--- src/hw/rtl/hsl2rgb_pkg.sv ---
// shared constants and types for the hsl to rgb converter
// no dependencies; used by every module of the block
package hsl2rgb_pkg;

    localparam int unsigned SAT_MAX    = 65535;
    localparam int unsigned CHAN_MAX   = 255;
    localparam int unsigned PIPE_DEPTH = 5;

    typedef enum logic [2:0] {
        SECTOR_RED_YEL  = 3'd0,
        SECTOR_YEL_GRN  = 3'd1,
        SECTOR_GRN_CYN  = 3'd2,
        SECTOR_CYN_BLU  = 3'd3,
        SECTOR_BLU_MAG  = 3'd4,
        SECTOR_MAG_RED  = 3'd5
    } sector_t;

endpackage

--- src/hw/rtl/hsl2rgb_norm.sv ---
// normalisation stages: saturation and lightness to fixed point, chroma factor from lightness, hue to sector and ramp
// depends on hsl2rgb_pkg
module hsl2rgb_norm #(
    parameter int FRAC_BITS = 16
) (
    input  logic                     clk,
    input  logic                     rst_n,
    input  logic                     in_valid,
    input  logic [15:0]              hue,
    input  logic [15:0]              saturation,
    input  logic [15:0]              lightness,
    output logic                     out_valid,
    output logic [FRAC_BITS:0]       s_frac,
    output logic [FRAC_BITS:0]       l_frac,
    output logic [FRAC_BITS:0]       k_frac,
    output logic [FRAC_BITS:0]       w_frac,
    output hsl2rgb_pkg::sector_t     sector
);

    localparam int NW = 16 + FRAC_BITS;
    localparam logic [FRAC_BITS+1:0] ONE = (FRAC_BITS+2)'(1) << FRAC_BITS;

    // stage 1: quotient estimates and hue position
    logic [NW-1:0]        s_num;
    logic [NW-1:0]        l_num;
    logic [NW:0]          s_sum;
    logic [NW:0]          l_sum;
    logic [FRAC_BITS:0]   s_est_next;
    logic [FRAC_BITS:0]   l_est_next;
    logic [18:0]          hue6;
    logic [18+FRAC_BITS:0] hue_wide;
    logic [FRAC_BITS+2:0] hp_next;

    logic                 v1_reg;
    logic [15:0]          sat_reg;
    logic [15:0]          lit_reg;
    logic [FRAC_BITS:0]   s_est_reg;
    logic [FRAC_BITS:0]   l_est_reg;
    logic [FRAC_BITS+2:0] hp_reg;

    always_comb
    begin
        s_num      = {saturation, {FRAC_BITS{1'b0}}};
        l_num      = {lightness, {FRAC_BITS{1'b0}}};
        s_sum      = {1'b0, s_num} + {17'd0, s_num[NW-1:16]};
        l_sum      = {1'b0, l_num} + {17'd0, l_num[NW-1:16]};
        s_est_next = s_sum[NW:16];
        l_est_next = l_sum[NW:16];
        hue6       = ({3'd0, hue} << 2) + ({3'd0, hue} << 1);
        hue_wide   = {hue6, {FRAC_BITS{1'b0}}};
        hp_next    = hue_wide[18+FRAC_BITS:16];
    end

    always_ff @(posedge clk or negedge rst_n)
    begin
        if (!rst_n)
        begin
            v1_reg <= 1'b0;
        end
        else
        begin
            v1_reg <= in_valid;
        end
    end

    always_ff @(posedge clk)
    begin
        sat_reg   <= saturation;
        lit_reg   <= lightness;
        s_est_reg <= s_est_next;
        l_est_reg <= l_est_next;
        hp_reg    <= hp_next;
    end

    // stage 2: quotient correction, chroma factor, ramp weight
    logic [NW:0]          s_back;
    logic [NW:0]          l_back;
    logic [NW:0]          s_rem;
    logic [NW:0]          l_rem;
    logic [FRAC_BITS:0]   s_next;
    logic [FRAC_BITS:0]   l_next;
    logic [FRAC_BITS+1:0] two_l;
    logic [FRAC_BITS+1:0] dev;
    logic [FRAC_BITS+1:0] k_wide;
    logic [FRAC_BITS:0]   t_pos;
    logic [FRAC_BITS+1:0] td;
    logic [FRAC_BITS+1:0] w_wide;

    logic                 v2_reg;
    logic [FRAC_BITS:0]   s_reg;
    logic [FRAC_BITS:0]   l_reg;
    logic [FRAC_BITS:0]   k_reg;
    logic [FRAC_BITS:0]   w_reg;
    hsl2rgb_pkg::sector_t sector_reg;

    always_comb
    begin
        s_back = {s_est_reg, 16'd0} - {16'd0, s_est_reg};
        l_back = {l_est_reg, 16'd0} - {16'd0, l_est_reg};
        s_rem  = {1'b0, sat_reg, {FRAC_BITS{1'b0}}} - s_back;
        l_rem  = {1'b0, lit_reg, {FRAC_BITS{1'b0}}} - l_back;
        s_next = s_est_reg + (FRAC_BITS+1)'(s_rem >= (NW+1)'(hsl2rgb_pkg::SAT_MAX));
        l_next = l_est_reg + (FRAC_BITS+1)'(l_rem >= (NW+1)'(hsl2rgb_pkg::SAT_MAX));
        two_l  = {l_next, 1'b0};
        dev    = (two_l >= ONE) ? (two_l - ONE) : (ONE - two_l);
        k_wide = ONE - dev;
        t_pos  = hp_reg[FRAC_BITS:0];
        td     = ({1'b0, t_pos} >= ONE) ? ({1'b0, t_pos} - ONE) : (ONE - {1'b0, t_pos});
        w_wide = ONE - td;
    end

    always_ff @(posedge clk or negedge rst_n)
    begin
        if (!rst_n)
        begin
            v2_reg <= 1'b0;
        end
        else
        begin
            v2_reg <= v1_reg;
        end
    end

    always_ff @(posedge clk)
    begin
        s_reg      <= s_next;
        l_reg      <= l_next;
        k_reg      <= k_wide[FRAC_BITS:0];
        w_reg      <= w_wide[FRAC_BITS:0];
        sector_reg <= hsl2rgb_pkg::sector_t'(hp_reg[FRAC_BITS+2:FRAC_BITS]);
    end

    assign out_valid = v2_reg;
    assign s_frac    = s_reg;
    assign l_frac    = l_reg;
    assign k_frac    = k_reg;
    assign w_frac    = w_reg;
    assign sector    = sector_reg;

endmodule

--- src/hw/rtl/hsl2rgb_chroma.sv ---
// multiply stages: chroma, secondary component and lightness offset
// depends on hsl2rgb_pkg
module hsl2rgb_chroma #(
    parameter int FRAC_BITS = 16
) (
    input  logic                     clk,
    input  logic                     rst_n,
    input  logic                     in_valid,
    input  logic [FRAC_BITS:0]       s_frac,
    input  logic [FRAC_BITS:0]       l_frac,
    input  logic [FRAC_BITS:0]       k_frac,
    input  logic [FRAC_BITS:0]       w_frac,
    input  hsl2rgb_pkg::sector_t     sector_in,
    output logic                     out_valid,
    output logic [FRAC_BITS:0]       c_frac,
    output logic [FRAC_BITS:0]       x_frac,
    output logic [FRAC_BITS:0]       m_frac,
    output hsl2rgb_pkg::sector_t     sector_out
);

    // stage 3: chroma
    logic [2*FRAC_BITS+1:0] c_prod;
    logic                   v3_reg;
    logic [FRAC_BITS:0]     c3_reg;
    logic [FRAC_BITS:0]     l3_reg;
    logic [FRAC_BITS:0]     w3_reg;
    hsl2rgb_pkg::sector_t   sector3_reg;

    assign c_prod = k_frac * s_frac;

    always_ff @(posedge clk or negedge rst_n)
    begin
        if (!rst_n)
        begin
            v3_reg <= 1'b0;
        end
        else
        begin
            v3_reg <= in_valid;
        end
    end

    always_ff @(posedge clk)
    begin
        c3_reg      <= c_prod[2*FRAC_BITS:FRAC_BITS];
        l3_reg      <= l_frac;
        w3_reg      <= w_frac;
        sector3_reg <= sector_in;
    end

    // stage 4: secondary component and offset
    logic [2*FRAC_BITS+1:0] x_prod;
    logic [FRAC_BITS:0]     m_next;
    logic                   v4_reg;
    logic [FRAC_BITS:0]     c4_reg;
    logic [FRAC_BITS:0]     x4_reg;
    logic [FRAC_BITS:0]     m4_reg;
    hsl2rgb_pkg::sector_t   sector4_reg;

    assign x_prod = c3_reg * w3_reg;
    assign m_next = l3_reg - {1'b0, c3_reg[FRAC_BITS:1]};

    always_ff @(posedge clk or negedge rst_n)
    begin
        if (!rst_n)
        begin
            v4_reg <= 1'b0;
        end
        else
        begin
            v4_reg <= v3_reg;
        end
    end

    always_ff @(posedge clk)
    begin
        c4_reg      <= c3_reg;
        x4_reg      <= x_prod[2*FRAC_BITS:FRAC_BITS];
        m4_reg      <= m_next;
        sector4_reg <= sector3_reg;
    end

    assign out_valid  = v4_reg;
    assign c_frac     = c4_reg;
    assign x_frac     = x4_reg;
    assign m_frac     = m4_reg;
    assign sector_out = sector4_reg;

endmodule

--- src/hw/rtl/hsl2rgb_mix.sv ---
// output stage: sector channel order, offset, scale to 8 bits and clamp
// depends on hsl2rgb_pkg
module hsl2rgb_mix #(
    parameter int FRAC_BITS = 16
) (
    input  logic                     clk,
    input  logic                     rst_n,
    input  logic                     in_valid,
    input  logic [FRAC_BITS:0]       c_frac,
    input  logic [FRAC_BITS:0]       x_frac,
    input  logic [FRAC_BITS:0]       m_frac,
    input  hsl2rgb_pkg::sector_t     sector,
    output logic                     out_valid,
    output logic [7:0]               red,
    output logic [7:0]               green,
    output logic [7:0]               blue
);

    logic [FRAC_BITS:0]   chan [3];
    logic [FRAC_BITS+1:0] sum  [3];
    logic [FRAC_BITS+9:0] scaled [3];
    logic [9:0]           quot [3];
    logic [7:0]           chan_next [3];

    logic                 done_reg;
    logic [7:0]           red_reg;
    logic [7:0]           green_reg;
    logic [7:0]           blue_reg;

    always_comb
    begin
        case (sector)
            hsl2rgb_pkg::SECTOR_RED_YEL:
            begin
                chan[0] = c_frac;
                chan[1] = x_frac;
                chan[2] = '0;
            end
            hsl2rgb_pkg::SECTOR_YEL_GRN:
            begin
                chan[0] = x_frac;
                chan[1] = c_frac;
                chan[2] = '0;
            end
            hsl2rgb_pkg::SECTOR_GRN_CYN:
            begin
                chan[0] = '0;
                chan[1] = c_frac;
                chan[2] = x_frac;
            end
            hsl2rgb_pkg::SECTOR_CYN_BLU:
            begin
                chan[0] = '0;
                chan[1] = x_frac;
                chan[2] = c_frac;
            end
            hsl2rgb_pkg::SECTOR_BLU_MAG:
            begin
                chan[0] = x_frac;
                chan[1] = '0;
                chan[2] = c_frac;
            end
            default:
            begin
                chan[0] = c_frac;
                chan[1] = '0;
                chan[2] = x_frac;
            end
        endcase
    end

    // times 255 as shift and subtract
    always_comb
    begin
        for (int i = 0; i < 3; i++)
        begin
            sum[i]    = {1'b0, chan[i]} + {1'b0, m_frac};
            scaled[i] = {sum[i], 8'd0} - {8'd0, sum[i]};
            quot[i]   = scaled[i][FRAC_BITS+9:FRAC_BITS];
            chan_next[i] = (quot[i] > 10'(hsl2rgb_pkg::CHAN_MAX))
                         ? 8'(hsl2rgb_pkg::CHAN_MAX) : quot[i][7:0];
        end
    end

    always_ff @(posedge clk or negedge rst_n)
    begin
        if (!rst_n)
        begin
            done_reg <= 1'b0;
        end
        else
        begin
            done_reg <= in_valid;
        end
    end

    always_ff @(posedge clk)
    begin
        red_reg   <= chan_next[0];
        green_reg <= chan_next[1];
        blue_reg  <= chan_next[2];
    end

    assign out_valid = done_reg;
    assign red       = red_reg;
    assign green     = green_reg;
    assign blue      = blue_reg;

endmodule

--- src/hw/rtl/hsl_to_rgb_converter_unit.sv ---
// HSL to RGB colour converter: takes one pixel per clock and returns its 8-bit red,
// green and blue for each start, marked by done for one cycle. The pixel passes through
// five register stages: quotient estimate, quotient correction with sector decode,
// chroma multiply, secondary multiply, channel mix and scale. busy is always low, so
// start may be high in every cycle, and results cannot be held off: the receiver must
// take each one in the cycle that done is high.
// depends on hsl2rgb_pkg, hsl2rgb_norm, hsl2rgb_chroma, hsl2rgb_mix
module hsl_to_rgb_converter_unit #(
    parameter int FRAC_BITS = 16
) (
    input  logic        clk,
    input  logic        rst_n,
    input  logic        start,
    output logic        busy,
    input  logic [15:0] hue,
    input  logic [15:0] saturation,
    input  logic [15:0] lightness,
    output logic        done,
    output logic [7:0]  red,
    output logic [7:0]  green,
    output logic [7:0]  blue
);

    logic                 accept;
    logic                 norm_valid;
    logic [FRAC_BITS:0]   s_frac;
    logic [FRAC_BITS:0]   l_frac;
    logic [FRAC_BITS:0]   k_frac;
    logic [FRAC_BITS:0]   w_frac;
    hsl2rgb_pkg::sector_t norm_sector;
    logic                 chroma_valid;
    logic [FRAC_BITS:0]   c_frac;
    logic [FRAC_BITS:0]   x_frac;
    logic [FRAC_BITS:0]   m_frac;
    hsl2rgb_pkg::sector_t chroma_sector;

    assign busy   = 1'b0;
    assign accept = start && !busy;

    hsl2rgb_norm #(
        .FRAC_BITS (FRAC_BITS)
    ) u_norm (
        .clk        (clk),
        .rst_n      (rst_n),
        .in_valid   (accept),
        .hue        (hue),
        .saturation (saturation),
        .lightness  (lightness),
        .out_valid  (norm_valid),
        .s_frac     (s_frac),
        .l_frac     (l_frac),
        .k_frac     (k_frac),
        .w_frac     (w_frac),
        .sector     (norm_sector)
    );

    hsl2rgb_chroma #(
        .FRAC_BITS (FRAC_BITS)
    ) u_chroma (
        .clk        (clk),
        .rst_n      (rst_n),
        .in_valid   (norm_valid),
        .s_frac     (s_frac),
        .l_frac     (l_frac),
        .k_frac     (k_frac),
        .w_frac     (w_frac),
        .sector_in  (norm_sector),
        .out_valid  (chroma_valid),
        .c_frac     (c_frac),
        .x_frac     (x_frac),
        .m_frac     (m_frac),
        .sector_out (chroma_sector)
    );

    hsl2rgb_mix #(
        .FRAC_BITS (FRAC_BITS)
    ) u_mix (
        .clk       (clk),
        .rst_n     (rst_n),
        .in_valid  (chroma_valid),
        .c_frac    (c_frac),
        .x_frac    (x_frac),
        .m_frac    (m_frac),
        .sector    (chroma_sector),
        .out_valid (done),
        .red       (red),
        .green     (green),
        .blue      (blue)
    );

endmodule

--- config.mk ---
export PLATFORM = sky130hd
export DESIGN_NAME = hsl_to_rgb_converter_unit
export DESIGN_NICKNAME = d
export VERILOG_FILES = /design/src/hw/rtl/hsl2rgb_pkg.sv /design/src/hw/rtl/hsl2rgb_norm.sv /design/src/hw/rtl/hsl2rgb_chroma.sv /design/src/hw/rtl/hsl2rgb_mix.sv /design/src/hw/rtl/hsl_to_rgb_converter_unit.sv
export SDC_FILE = /design/constraint.sdc
export NUM_CORES = 2
export LEC_CHECK = 0
export BUFFER_PORTS_ARGS = -buffer_cell sky130_fd_sc_hd__buf_4
export CORE_ASPECT_RATIO = 1.4
export CORE_MARGIN = 1.5
export CORE_UTILIZATION = 30
export DETAILED_ROUTE_END_ITERATION = 12
export MAX_ROUTING_LAYER = met4
export SYNTH_ARGS = -nofsm -noshare
export SYNTH_HDL_FRONTEND = slang
export SYNTH_SLANG_ARGS = --single-unit
--- constraint.sdc ---
create_clock -name clk -period 5.9 [get_ports clk]
set_input_delay 0.59 -clock clk [delete_from_list [all_inputs] [get_ports clk]]
set_output_delay 0.59 -clock clk [all_outputs]
set_load 0.02 [all_outputs]
; Word level (Yosys, flattened, before mapping)
; Index checks and enable logic that the tools add are counted.
[totals]
in_bits = 51
regBits = 293
elab_cells = 65
[classes]
addsub = 22
n_mux = 3
n_reduce_logical = 1
magnitude_cmp = 7
n_eq_ne = 4
n_mul = 2
[op_table]
columns = cell, count
row1 = case mux 51 bit (5 select lines), 1
row2 = subtractor 26 x 18 -> 26 bit, 3
row3 = subtractor 17 bit (first input constant), 4
row4 = adder 32 x 16 -> 33 bit, 2
row5 = >= comparator 33 x 16 -> 1 bit (second input constant), 2
row6 = multiplier 17 x 17 -> 33 bit, 2
row7 = subtractor 32 x 33 -> 33 bit, 2
row8 = subtractor 33 x 17 -> 33 bit, 2
row9 = adder 17 x 17 -> 18 bit, 3
row10 = adder 17 x 1 -> 17 bit, 2
row11 = 2-to-1 mux 17 bit, 2
row12 = subtractor 17 bit (second input constant), 2
row13 = greater-than comparator 10 x 8 -> 1 bit (second input constant), 3
row14 = adder 18 x 17 -> 19 bit, 1
row15 = >= comparator 18 x 17 -> 1 bit (second input constant), 1
row16 = >= comparator 17 bit (second input constant), 1
row17 = subtractor 17 x 16 -> 17 bit, 1
row18 = equality test 3 x 2 -> 1 bit (second input constant), 2
row19 = equality test 3 x 1 -> 1 bit (second input constant), 1
row20 = equality test 3 bit (second input constant), 1
row21 = zero test 3 bit, 1

; Depth between registers and ports, before layout
[depth]
depth_word = 7
depth_mapped = 25
mapped_depth_nobuf = 24

; Modules after synthesis
; Synthesis repeated with hierarchy kept, for this count alone.
[unflattened]
cells_unflattened = 3523
area_unflattened_um2 = 31576.5
[modules_own_cells]
columns = module, instances, area_per_inst_um2, cells_per_inst
row1 = hsl2rgb_chroma, 1, 20950.1, 2294
row2 = hsl2rgb_norm, 1, 5356.4, 563
row3 = hsl2rgb_mix, 1, 5258.8, 664
row4 = hsl_to_rgb_converter_unit, 1, 11.3, 2

; Least setup slack after synthesis
; Ideal clock, no wire load.
[synth_timing]
path_kind = reg-to-reg
from = register u_chroma.w3_reg[7]
to = register u_chroma.x4_reg[16], in the netlist u_chroma.x_frac[16]
synth_period_minus_slack_ps = 6315
path_buffers = 2
t_arrival_ps = 6242
setup_slack_ps = -415
setup_time_ps = 72
t_required_ps = 5828
path_stages_with_launch = 26
cell_sequence = dfxtp_1 -> clkbuf_1 -> clkbuf_1 -> nand2_1 -> fa_1 -> inv_1 -> fa_1 -> inv_1 -> fa_1 -> inv_1 -> fa_1 -> inv_1 -> fa_1 -> inv_1 -> fa_1 -> ha_1 -> a21o_1 -> a21o_1 -> a211oi_1 -> o21bai_1 -> a31oi_1 -> o31ai_1 -> a31oi_1 -> o211ai_1 -> a21oi_1 -> xnor2_1
[synth_between]
elab_chain_len = 1
[synth_lines]
columns = item, line
row1 = from (decl), hsl2rgb_chroma.sv:26  ; logic [FRAC_BITS:0] w3_reg;
row2 = from (signal assigned), hsl2rgb_chroma.sv:47  ; w3_reg <= w_frac;
row3 = multiplier 17 x 17 -> 33 bit, hsl2rgb_chroma.sv:60  ; assign x_prod = c3_reg * w3_reg;
row4 = named net u_chroma.x_prod[32], hsl2rgb_chroma.sv:52  ; logic [2*FRAC_BITS+1:0] x_prod;
row5 = to (signal assigned), hsl2rgb_chroma.sv:78  ; x4_reg <= x_prod[2*FRAC_BITS:FRAC_BITS];
row6 = to (decl), hsl2rgb_chroma.sv:56  ; logic [FRAC_BITS:0] x4_reg;
; The timed path passes the listed nets, and every way through them passes these cells.
; A chain may end at the register's enable or synchronous reset.

; Worst setup path in the final report
[layout_timing]
from = register u_norm.s_reg[2], in the netlist u_norm.s_frac[2]
to = register u_chroma.c3_reg[16]
[layout_between]
elab_chain_len = 1
[layout_lines]
columns = item, line
row1 = from (decl), hsl2rgb_norm.sv:90  ; logic [FRAC_BITS:0] s_reg;
row2 = from (signal assigned), hsl2rgb_norm.sv:126  ; s_reg <= s_next;
row3 = multiplier 17 x 17 -> 33 bit, hsl2rgb_chroma.sv:29  ; assign c_prod = k_frac * s_frac;
row4 = named net u_chroma.c_prod[32], hsl2rgb_chroma.sv:22  ; logic [2*FRAC_BITS+1:0] c_prod;
row5 = to (signal assigned), hsl2rgb_chroma.sv:45  ; c3_reg <= c_prod[2*FRAC_BITS:FRAC_BITS];
row6 = to (decl), hsl2rgb_chroma.sv:24  ; logic [FRAC_BITS:0] c3_reg;
; The timed path passes the listed nets, and every way through them passes these cells.

==> reports/results.ini <==
[outcome]
status=finished with violations
violations=negative setup slack

[floorplan]
fp.coreArea_um2=99800
ios=77
chipWidth_um=271
die_height_um=379
start_util=0.303
num_rows=137
die-area_um2=103000

[drt]
first_iter_violations=791
vias=23200
drc_errors=0
drtAntennaViolNets=0
routed_wl_um=76500
post_drt_wl_per_cell_um=15.4
viasPerCell=4.68
drtPass1Iterations=5

[clock_tree]
clk_pin_slew_ps=70
clkLatencyLatePin_ps=640
numCtsBuffers=30
clockBufferDepth=3
tritoncts=built
htree_levels=1
clock-sinks=254
clock-root-buffer=clkbuf_16

[run]
drv_cap=0

[placed_design]
gp_congestion=0.908
io_buffers=75
place_hpwl_um=65200
dp_slack_ps=-607

[timing]
tightest_slew_ps=781
min_period_over_period=1.02
slew_viol_final=0
hold_viol=0
slew_headroom=0.472
setup_viol=5
hold_ws_ps=50.6
fin_skew_ps=56.9
rsz0062_at_grt=yes
timing.final.crit_period_ps=6030
fin_ws_ps=-130
fmax_ghz=0.166

[global_routing]
grt_pass1_wl_um=125000
grt-ovfl-total=0
grt.total_usage=0.155
grt_pass1_vias=24700
antenna_found_initial=0
grt_max_degree=23

[final_layout]
drive_gt1_frac=0.153
final_nets=4413
diodes=0
area_delta_synth_final_pct=19.1
largest_reg_flops=18

[synth]
synth-edff-count=0
yosys.area.top_type=fa_1
synthArstFlopShare=0.0197
yosys-top-cells-count=582 x inv_1, 420 x nand2_1, 417 x fa_1
syn_inst=3350
yosys.area_share.simple=0.164
ys.flop_type=dfxtp_1
synth_area_um2=30200
ys_types=89
yosysMostFrequentCell=inv_1
yosys.area.top_type_share=0.276
synth.area.top_cells=fa_1 28%, dfxtp_1 16%, ha_1 14%, inv_1 7.2%, nand2_1 5.2%
ys_ff_latch=254
synth.area.mux_share=0.00765
synth-adder-area-share=0.415
synth_top_family_by_area=adder cells
synthXorXnorAreaFrac=0.0581
ys_warn_count=0
synth_seq_area_share=0.169
synth-compound-area-share=0.102
syn_avg_cell_area_um2=9.03

[critical_path]
worst-path-buf-inv=8
path_max_fanout=4
crit_slowest_cell=fa_1
crit_required_ps=6380
crit_family=adder cells
cp.arrival_ps=6510
crit_path_frequent_cell=fa_1
cp-end-kind=flop
path_class=reg -> reg
cp-start-kind=flop
cpPeakStageDelay_ps=570

[min_path]
hp-class=in -> reg

==> cells by family after synthesis <==
logic type	after synthesis
adder cells (fa/ha/maj)	752
multiplexers	23
flip-flops	254
buffers and inverters	686
XOR/XNOR	198
AND/OR/NAND/NOR	1001
AO/OA/AOI/OAI	435
other	1
==> metal layers <==
metal  global-route usage  wire length, um
met2                0.293            41500
met3               0.0154             2300
met4               0.0610             3070
met1                0.164            29600
met5                    -                0
==> area by class of cell <==
| class | instances | area (um^2) |
|---|---|---|
| Fill cell | 10000 | 63700 |
| Clock buffer | 32 | 768 |
| Clock inverter | 24 | 370 |
| Inverter | 582 | 2180 |
| Sequential cell | 254 | 5220 |
| Multi-Input combinational cell | 2412 | 23100 |
| Tap cell | 1320 | 1650 |
| Timing Repair Buffer | 330 | 2740 |
==> final timing paths <==
check	from	to	slack [ps]	cells past startpoint
setup / recovery	u_norm.s_frac[2]	u_chroma.c3_reg[16]	-130	25
hold / removal	lightness[4]	u_norm.lit_reg[4]	50	1
setup reg to reg	u_norm.s_frac[2]	u_chroma.c3_reg[16]	-130	25
hold reg to reg	u_norm.sector[1]	u_chroma.sector3_reg[1]	330	0
max in group asynchronous	rst_n	u_chroma.out_valid	5520	2
min in group asynchronous	rst_n	u_norm.v1_reg	280	2
==> repair_timing <==
item / CTS / global route
pin swaps: 7 / 75
endpoints found under the setup margin: 24 / 47
gates cloned: 0 / 0
endpoints found under the hold margin: 5 / 0
resized for setup: 51 / 164
hold buffers: 1 / 0
buffers inserted: 3 / 24
==> metrics by stage <==
stage / instances / TNS [ps] / utilization / cell area [um^2]
floorplan: 3352 / -12.0 / - / 30300
CTS: 4930 / -657 / 0.353 / 35200
detailed placement: 4870 / -6610 / 0.340 / 33900
finish: 4954 / -318 / 0.361 / 36000
global route: 4954 / -1800 / 0.361 / 36000
global placement: 4870 / -5670 / 0.340 / 33900
==> cell usage in the layout (no fill, tap or decap), drive strengths merged, types with 13 or more instances in the layout <==
cell type / n
a31oi: 18
fa: 417
xor2: 57
a221o: 17
ha: 335
and2: 211
a21oi: 96
nor3: 35
and3: 27
nor2: 116
nor2b: 23
a21o: 29
inv: 593
buf: 329
xnor2: 141
nand2: 420
nand3: 66
clkbuf: 32
nand2b: 14
nand4: 22
a22o: 50
dfxtp: 249
mux2i: 22
o21ai: 71
o21a: 19
a211oi: 13
Power is not shown: default switching activity piles up to over one toggle a cycle in this logic, so the estimate is an artifact.
